[config.mk]
export PLATFORM = sky130hd
export DESIGN_NAME = masked_byte_pattern_scanner
export DESIGN_NICKNAME = d
export VERILOG_FILES = /design/src/rtl/mbps_pkg.sv /design/src/rtl/masked_byte_pattern_scanner.sv /design/src/rtl/mbps_match.sv
export SDC_FILE = /design/constraint.sdc
export NUM_CORES = 2
export LEC_CHECK = 0
export BUFFER_PORTS_ARGS = -buffer_cell sky130_fd_sc_hd__buf_4
export CORE_AREA = 2 2 412 414
export DETAILED_ROUTE_END_ITERATION = 8
export DIE_AREA = 0 0 414 416
export SLEW_MARGIN = 20
export SYNTH_ARGS = -nofsm -noshare
export SYNTH_HDL_FRONTEND = slang
export SYNTH_SLANG_ARGS = --single-unit
[constraint.sdc]
create_clock -name clock -period 24.4 [get_ports clock]
set_input_delay 2.44 -clock clock [delete_from_list [all_inputs] [get_ports clock]]
set_output_delay 2.44 -clock clock [all_outputs]
set_load 0.01 [all_outputs]
[src/rtl/mbps_pkg.sv]
// ----------------------------------------------------------------------------
// mbps_pkg - shared definitions for the masked byte pattern scanner
// Register index codes, field widths and the pattern configuration bundle
// that the top level hands to the window compare logic.
// ----------------------------------------------------------------------------
package mbps_pkg;

   // field widths
   localparam int ADDR_W      = 64;
   localparam int BYTE_W      = 8;
   localparam int LEN_W       = 6;
   localparam int OFFSET_W    = 32;
   localparam int CARE_W      = 32;
   localparam int PAT_WORD_W  = 64;
   localparam int PAT_WORDS   = 4;
   localparam int PAT_BYTES   = 32;

   // port widths
   localparam int CSR_INDEX_W = 3;
   localparam int CSR_DATA_W  = 64;
   localparam int REQ_DATA_W  = 72;
   localparam int RSP_DATA_W  = 64;

   // configuration register indexes
   typedef enum logic [CSR_INDEX_W-1:0] {
      CSR_PAT_0_7   = 3'd0,
      CSR_PAT_8_15  = 3'd1,
      CSR_PAT_16_23 = 3'd2,
      CSR_PAT_24_31 = 3'd3,
      CSR_CARE_MASK = 3'd4,
      CSR_LENGTH    = 3'd5,
      CSR_OFFSET    = 3'd6,
      CSR_BACKWARDS = 3'd7
   } csr_index_type;

   // pattern settings seen by the compare logic
   typedef struct packed {
      logic [PAT_BYTES*BYTE_W-1:0] pattern;   // byte i in bits 8i+7..8i
      logic [CARE_W-1:0]           care;
      logic [LEN_W-1:0]            length;
   } pattern_cfg_type;

endpackage

[src/rtl/masked_byte_pattern_scanner.sv]
// ----------------------------------------------------------------------------
// masked_byte_pattern_scanner - masked byte signature search over a stream
// Scans an address range for a pattern with per-byte care bits and returns
// the first or last match, plus a signed offset, at the end of the range.
// ----------------------------------------------------------------------------
// Usage:
//   req_*  : one memory byte per beat with its address; req_tlast marks the
//            final byte of a range. A byte can be taken every cycle unless req_tready is low.
//   rsp_*  : one beat per range: rsp_tuser is the found flag, rsp_tdata the
//            match start plus offset (zero when nothing was found).
//   csr_*  : pattern, care mask, length, offset and direction; write while
//            the block is idle.
//   Pipeline: input/window register, hit tracking register, result register.
//   The last byte of a range passes the window, hit tracking and result
//   registers before its result is on rsp_tvalid. Throughput is one byte per
//   cycle while req_tready is high, set by the window shift and parallel
//   masked compare. A stalled result port holds the result; bytes keep
//   flowing until a last byte waits in the window stage with the hit tracking
//   and result registers both full, then req_tready drops.
//   Reset (synchronous) clears the configuration and control registers and
//   empties the pipeline; data registers are loaded before they are used.
// ----------------------------------------------------------------------------
module masked_byte_pattern_scanner #(
   parameter int MAX_PATTERN_BYTES = 32
) (
   input  logic                              clock,
   input  logic                              reset,
   // configuration writes
   input  logic                              csr_we,
   input  logic [mbps_pkg::CSR_INDEX_W-1:0]  csr_index,
   input  logic [mbps_pkg::CSR_DATA_W-1:0]   csr_wdata,
   // byte stream
   input  logic                              req_tvalid,
   output logic                              req_tready,
   input  logic [mbps_pkg::REQ_DATA_W-1:0]   req_tdata,   // data_byte, byte_address
   input  logic                              req_tlast,   // last_byte
   // search result
   output logic                              rsp_tvalid,
   input  logic                              rsp_tready,
   output logic [mbps_pkg::RSP_DATA_W-1:0]   rsp_tdata,   // match_address
   output logic [0:0]                        rsp_tuser    // found
);
   import mbps_pkg::*;

   localparam int WIN_W  = MAX_PATTERN_BYTES * BYTE_W;
   localparam int SEEN_W = $clog2(MAX_PATTERN_BYTES + 1);

   // configuration registers
   logic [PAT_WORD_W-1:0] pat_word_ff [PAT_WORDS];
   logic [CARE_W-1:0]     care_ff;
   logic [LEN_W-1:0]      length_ff;
   logic [OFFSET_W-1:0]   offset_ff;
   logic                  backwards_ff;

   // input / window stage
   logic                  s1_valid_ff, s1_valid_in;
   logic [ADDR_W-1:0]     s1_addr_ff;
   logic                  s1_last_ff;
   logic [WIN_W-1:0]      window_ff, window_in;
   logic [SEEN_W-1:0]     seen_ff, seen_in;
   logic                  start_ff;     // next byte opens a new range

   // hit tracking
   logic                  hit_seen_ff, hit_seen_in;
   logic [ADDR_W-1:0]     hit_addr_ff, hit_addr_in;

   // finished range waiting for the result register
   logic                  fin_valid_ff, fin_valid_in;
   logic                  fin_found_ff;
   logic [ADDR_W-1:0]     fin_addr_ff;

   // result register
   logic                  rsp_valid_ff;
   logic                  rsp_found_ff;
   logic [ADDR_W-1:0]     rsp_addr_ff;

   logic                  req_load, s1_go, fin_go, fin_free, rsp_load;
   logic                  match;
   logic                  take_hit;
   logic [ADDR_W-1:0]     match_start;
   logic [ADDR_W-1:0]     offset_sext;
   pattern_cfg_type       pcfg;

   // configuration write decode
   always_ff @(posedge clock) begin
      if (reset) begin
         for (int w = 0; w < PAT_WORDS; w++) pat_word_ff[w] <= '0;
         care_ff      <= '0;
         length_ff    <= '0;
         offset_ff    <= '0;
         backwards_ff <= 1'b0;
      end else if (csr_we) begin
         unique case (csr_index_type'(csr_index))
            CSR_PAT_0_7:   pat_word_ff[0] <= csr_wdata;
            CSR_PAT_8_15:  pat_word_ff[1] <= csr_wdata;
            CSR_PAT_16_23: pat_word_ff[2] <= csr_wdata;
            CSR_PAT_24_31: pat_word_ff[3] <= csr_wdata;
            CSR_CARE_MASK: care_ff        <= csr_wdata[CARE_W-1:0];
            CSR_LENGTH:    length_ff      <= csr_wdata[LEN_W-1:0];
            CSR_OFFSET:    offset_ff      <= csr_wdata[OFFSET_W-1:0];
            CSR_BACKWARDS: backwards_ff   <= csr_wdata[0];
         endcase
      end
   end

   // stage handshakes: only a last byte needs room downstream
   always_comb begin
      rsp_load   = !rsp_valid_ff || rsp_tready;
      fin_go     = fin_valid_ff && rsp_load;
      fin_free   = !fin_valid_ff || fin_go;
      s1_go      = s1_valid_ff && (!s1_last_ff || fin_free);
      req_tready = !s1_valid_ff || s1_go;
      req_load   = req_tvalid && req_tready;
   end

   // window shift and range byte count
   always_comb begin
      window_in        = window_ff << BYTE_W;
      window_in[BYTE_W-1:0] = req_tdata[BYTE_W-1:0];
      if (start_ff)
         seen_in = SEEN_W'(1);
      else if (seen_ff == SEEN_W'(MAX_PATTERN_BYTES))
         seen_in = seen_ff;
      else
         seen_in = seen_ff + SEEN_W'(1);
      if (req_load)
         s1_valid_in = 1'b1;
      else if (s1_go)
         s1_valid_in = 1'b0;
      else
         s1_valid_in = s1_valid_ff;
   end

   always_ff @(posedge clock) begin
      if (reset) begin
         s1_valid_ff <= 1'b0;
         seen_ff     <= '0;
         start_ff    <= 1'b1;
      end else begin
         s1_valid_ff <= s1_valid_in;
         if (req_load) begin
            seen_ff  <= seen_in;
            start_ff <= req_tlast;
         end
      end
   end

   always_ff @(posedge clock) begin
      if (req_load) begin
         window_ff  <= window_in;
         s1_addr_ff <= req_tdata[BYTE_W +: ADDR_W];
         s1_last_ff <= req_tlast;
      end
   end

   // masked compare of the window
   always_comb begin
      pcfg.pattern = {pat_word_ff[3], pat_word_ff[2], pat_word_ff[1], pat_word_ff[0]};
      pcfg.care    = care_ff;
      pcfg.length  = length_ff;
   end

   mbps_match #(
      .MAX_PATTERN_BYTES (MAX_PATTERN_BYTES)
   ) u_match (
      .cfg    (pcfg),
      .window (window_ff),
      .seen   (seen_ff),
      .match  (match)
   );

   // hit tracking: first hit going forward, every hit going backward
   always_comb begin
      match_start = s1_addr_ff - (ADDR_W'(length_ff) - ADDR_W'(1));
      take_hit    = match && (backwards_ff || !hit_seen_ff);
      hit_seen_in = hit_seen_ff || take_hit;
      hit_addr_in = take_hit ? match_start : hit_addr_ff;
      if (s1_go && s1_last_ff)
         fin_valid_in = 1'b1;
      else if (fin_go)
         fin_valid_in = 1'b0;
      else
         fin_valid_in = fin_valid_ff;
   end

   always_ff @(posedge clock) begin
      if (reset) begin
         hit_seen_ff  <= 1'b0;
         fin_valid_ff <= 1'b0;
      end else begin
         fin_valid_ff <= fin_valid_in;
         if (s1_go)
            hit_seen_ff <= hit_seen_in && !s1_last_ff;
      end
   end

   always_ff @(posedge clock) begin
      if (s1_go) begin
         hit_addr_ff <= hit_addr_in;
         if (s1_last_ff) begin
            fin_found_ff <= hit_seen_in;
            fin_addr_ff  <= hit_addr_in;
         end
      end
   end

   // result register: apply the signed offset
   assign offset_sext = {{(ADDR_W-OFFSET_W){offset_ff[OFFSET_W-1]}}, offset_ff};

   always_ff @(posedge clock) begin
      if (reset) begin
         rsp_valid_ff <= 1'b0;
      end else if (fin_go) begin
         rsp_valid_ff <= 1'b1;
      end else if (rsp_tready) begin
         rsp_valid_ff <= 1'b0;
      end
   end

   always_ff @(posedge clock) begin
      if (fin_go) begin
         rsp_found_ff <= fin_found_ff;
         rsp_addr_ff  <= fin_found_ff ? (fin_addr_ff + offset_sext) : '0;
      end
   end

   assign rsp_tvalid   = rsp_valid_ff;
   assign rsp_tdata    = rsp_addr_ff;
   assign rsp_tuser[0] = rsp_found_ff;

endmodule

[src/rtl/mbps_match.sv]
// ----------------------------------------------------------------------------
// mbps_match - masked compare of the byte window against the pattern
// Lines the newest length bytes of the window up with pattern bytes 0 to
// length-1 (oldest byte against byte 0) and checks every byte with its
// care bit set. Purely combinational; sits behind the window register.
// ----------------------------------------------------------------------------
module mbps_match #(
   parameter int MAX_PATTERN_BYTES = 32
) (
   input  mbps_pkg::pattern_cfg_type                cfg,
   input  logic [MAX_PATTERN_BYTES*8-1:0]           window,   // newest byte lowest
   input  logic [$clog2(MAX_PATTERN_BYTES+1)-1:0]   seen,
   output logic                                     match
);
   import mbps_pkg::*;

   localparam int SEEN_W = $clog2(MAX_PATTERN_BYTES + 1);
   localparam int CMP_W  = ((SEEN_W > LEN_W) ? SEEN_W : LEN_W) + 1;
   localparam int IDX_W  = (MAX_PATTERN_BYTES > 1) ? $clog2(MAX_PATTERN_BYTES) : 1;
   localparam int N_CFG  = (MAX_PATTERN_BYTES < PAT_BYTES) ? MAX_PATTERN_BYTES : PAT_BYTES;

   logic [BYTE_W-1:0]            pat_arr [MAX_PATTERN_BYTES];
   logic [MAX_PATTERN_BYTES-1:0] care_vec;
   logic [MAX_PATTERN_BYTES-1:0] byte_ok;
   logic [CMP_W-1:0]             len_c;
   logic [CMP_W-1:0]             seen_c;
   logic [CMP_W-1:0]             diff;
   logic [IDX_W-1:0]             idx;
   logic                         len_ok;

   // pattern bytes beyond the configured ones are zero and don't care
   always_comb begin
      for (int k = 0; k < MAX_PATTERN_BYTES; k++) begin
         pat_arr[k]  = '0;
         care_vec[k] = 1'b0;
      end
      for (int k = 0; k < N_CFG; k++) begin
         pat_arr[k]  = cfg.pattern[k*BYTE_W +: BYTE_W];
         care_vec[k] = cfg.care[k];
      end
   end

   // window byte j (age j) pairs with pattern byte length-1-j
   always_comb begin
      len_c  = CMP_W'(cfg.length);
      seen_c = CMP_W'(seen);
      len_ok = (cfg.length != '0) && (len_c <= CMP_W'(MAX_PATTERN_BYTES)) &&
               (seen_c >= len_c);
      for (int j = 0; j < MAX_PATTERN_BYTES; j++) begin
         diff = len_c - CMP_W'(j) - CMP_W'(1);
         idx  = diff[IDX_W-1:0];
         byte_ok[j] = (CMP_W'(j) >= len_c) || !care_vec[idx] ||
                      (window[j*BYTE_W +: BYTE_W] == pat_arr[idx]);
      end
      match = len_ok && (&byte_ok);
   end

endmodule

==> key figures <==
Run status
  • Outcome: completed

Timing
  • Max_slew headroom: 8.88%
  • Slew Limit Fails: 0
  • RSZ-0062 raised after global routing: no
  • Final Skew: 0.0559 ns
  • Hold slack: 0.461 ns
  • FMAX: around 120 MHz
  • Final hold violation count: 0
  • Tmin final: between 8 and 9 ns
  • Endpoints failing setup: 0
  • Slew of the pin with the lowest slew margin: 1.37 ns
  • Tcrit/Tclk final: 34.1%
  • TNS Setup: 0 ns

Logic synthesis
  • Mapped Cells: 5175
  • Yosys top cell by area: edfxtp_1
  • Ys Warns: 0
  • Most common cell in the netlist: edfxtp_1
  • Synth top area cells: edfxtp_1 (36%), mux4_2 (20%), xnor2_1 (5.2%), mux2i_1 (4.8%), and2_1 (3.2%)
  • Top cell type's share of synthesized area: 36.5%
  • Fraction of registers with async set/reset: 0%
  • Synth Flop Type: edfxtp_1
  • Syn Nets: 5473
  • Mean post-synth cell area: around 12 sq um
  • #FFs+latches synth: about 850
  • Mapped cell area: ~64000 sq um
  • Sequential-to-total area share from yosys stat: 39.0%
  • Commonest cells in the netlist: edfxtp_1 (771), mux4_2 (574), nand2_1 (396), xnor2_1 (380), and2_1 (325)
  • Synth cell types: 85
  • Post-synth EDFFs: between 700 and 800

Critical path
  • R2r startpoint: length_ff[0]
  • Top Family by Delay on Critical Path: buffers and inverters
  • CP max-delay cell: buf_4
  • Worst Path Buf+Inv: 4
  • Required @ worst endpoint: 24.95 ns
  • Worst path max stage delay: 0.94 ns
  • Worst R2R End: fin_addr_ff[16]
  • Arr. time, crit path: 8.86 ns
  • Crit path cell chain: clkinv_1 > ha_4 > buf_12 > buf_4 > mux4_2 > mux4_2 > xor2_1 > nor4_1 > a211oi_1 > o22a_1 > nor2_1 > nand4_1 > or4_1 > nand4bb_4 > buf_4 > mux2_4
  • Critical Path Fanout Max: 114
  • Critical path class: flip-flop to flip-flop
  • CP endpoint kind: flip-flop
  • R2R depth: 16
  • Critical Path Source Type: flip-flop
  • FF-to-FF setup slack: 16.09 ns

Global route
  • Largest net degree at the start of global routing: 158
  • Met2 Usage GRT: 47.2%
  • Met3 GRT Util: 11.8%
  • GRT overflow: 0
  • GR peak layer: met2
  • Vias in the first global route: 47100
  • First-pass GRT wire length: a little over 400000 um
  • Total global-route track usage: 33.9%
  • Initial antenna violation count: 25
  • Met1 GRT Util: 44.8%

Floorplanning
  • Std-Cell Core Area: 168000 sq um
  • Die ar.: 172000 sq um
  • Num ports: 212
  • # rows: between 150 and 200
  • Die H: 416 um
  • Die X-Extent: 414 um
  • Initial core utilization: roughly 38%

Clocking
  • Setup bufs post-CTS: 0
  • Clk pin slew, worst setup/hold paths: 0.06 ns
  • CTS sink count: 853
  • CTS resizes: 0
  • Clock buffer depth: 3
  • Total CTS buffers: 102
  • Later-pin clock latency in the skew report: 0.81 ns
  • CTS tree: yes
  • CTS H-tree depth: 3
  • Hold Buf Count CTS: 0
  • Root Buffer: clkbuf_16

Worst hold path
  • Min-delay src: window_ff[234]
  • Worst Hold Depth: 0
  • Hold WC Path Type: flip-flop to flip-flop
  • Hold path endpoint: window_ff[242]

Pwr
  • VDD IR max: 0.0000569 V
  • Power Density: 64.7 nW/um^2
  • Overall power: between 4 and 5 mW
  • P_leak: 25.0 nW

Detailed routing
  • Pre-antenna DRT Iters: 6
  • Mean number of vias per cell: 6.64
  • Via count: 50400
  • Antenna Violating Nets Remaining: 0
  • Final WL: 298000 um
  • Starting DRT DRC Count: ~7500
  • Avg WL per Cell: 39.3 um
  • Drt drc: 0

Placement
  • Placed Cells: around 7400
  • Detailed Place HPWL: 233000 um
  • Placer Congestion: 1.09
  • Area after DPL: approximately 68000 sq um
  • IO Port Bufs: 211

Finish
  • Finished Cell Area: 71300 sq um
  • Share of cells above drive strength 1: 23.9%
  • Sequential cell area: around 25000 sq um
  • Nets: 5564
  • Multi-input gate area: 37300 sq um
  • Finished Layout Cells: 7583
  • Fillers: 15600
  • Area delta synth->final: 12.3%

Flow run
  • Max Cap Viol: 0
## area by class of cell
class                           instances  share of cell area (%)
Sequential cell                       853                    34.8
Timing Repair Buffer                  334                    3.57
Tap cell                             2218                    3.89
Antenna cell                           15                  0.0526
Inverter                               56                   0.295
Clock inverter                         63                    1.23
Multi-Input combinational cell       3919                    52.4
Clock buffer                          125                    3.80
## worst max-delay path by stage
stage,to,cells past startpoint,slack (ns),from
after floorplan,seen_ff[5],7,10.82,rsp_tready
after global placement,fin_addr_ff[19],16,16.12,length_ff[0]
after detailed placement,fin_addr_ff[30],16,16.09,length_ff[0]
after CTS,fin_addr_ff[16],16,16.04,length_ff[0]
after global routing,fin_addr_ff[16],16,15.73,length_ff[0]
final,fin_addr_ff[16],16,16.09,length_ff[0]
## flip-flops by register name, indices dropped and copies added, names as in the netlist, 6 cells and up
signal	count
window_ff	256
s1_addr_ff	64
fin_addr_ff	64
length_ff	6
seen_ff	6
rsp_tdata	64
care_ff	32
pat_word_ff	256
hit_addr_ff	64
offset_ff	32
## routing by layer
layer / vias to the layer above / part of all wire (%)
li1: 20500 / -
met1: 25700 / 39
met2: 3421 / 41
met3: 715 / 13
met4: 10 / 7.7
met5: - / 0.026
## per-stage QoR
step	worst slack, ns	utilization [%]
after floorplan	10.82	-
after global placement	16.12	40.2
after detailed placement	16.09	40.3
after CTS	16.04	42.4
after global routing	15.73	42.4
final	16.09	42.4
## power by group
part	leakage, nW	switching [mW]	internal, mW	total (mW)
registers	8.08	0.118	1.69	1.81
clock network	1.71	0.701	0.957	1.66
logic	15.2	0.718	0.429	1.15
total	25.0	1.54	3.08	4.61
## cells in the final DEF, fill, tap and decap left out, types with 106 or more instances in the layout
cell and instances:
nand4_1 106, xnor2_1 365, edfxtp_1 771, and2_1 324, mux2i_1 297, xor2_1 197
nand2_1 396, mux4_2 574, buf_4 331, nor2_1 135, o21ai_0 132, a21oi_1 297
ha_1 148
## kinds of logic (layout without fill, tap and decap cells)
group / Yosys count / in the layout / share of synthesized area, %
simple gates: 1256 / 1256 / 10.2
flops: 853 / 853 / 39.0
xor+xnor: 579 / 579 / 7.98
compound gates: 931 / 931 / 9.41
mux: 998 / 998 / 27.5
fa+ha+maj: 155 / 155 / 3.07
other cells: 0 / 15 / 0
buf+inv: 403 / 578 / 2.78
(Power assumes the default switching activity.)
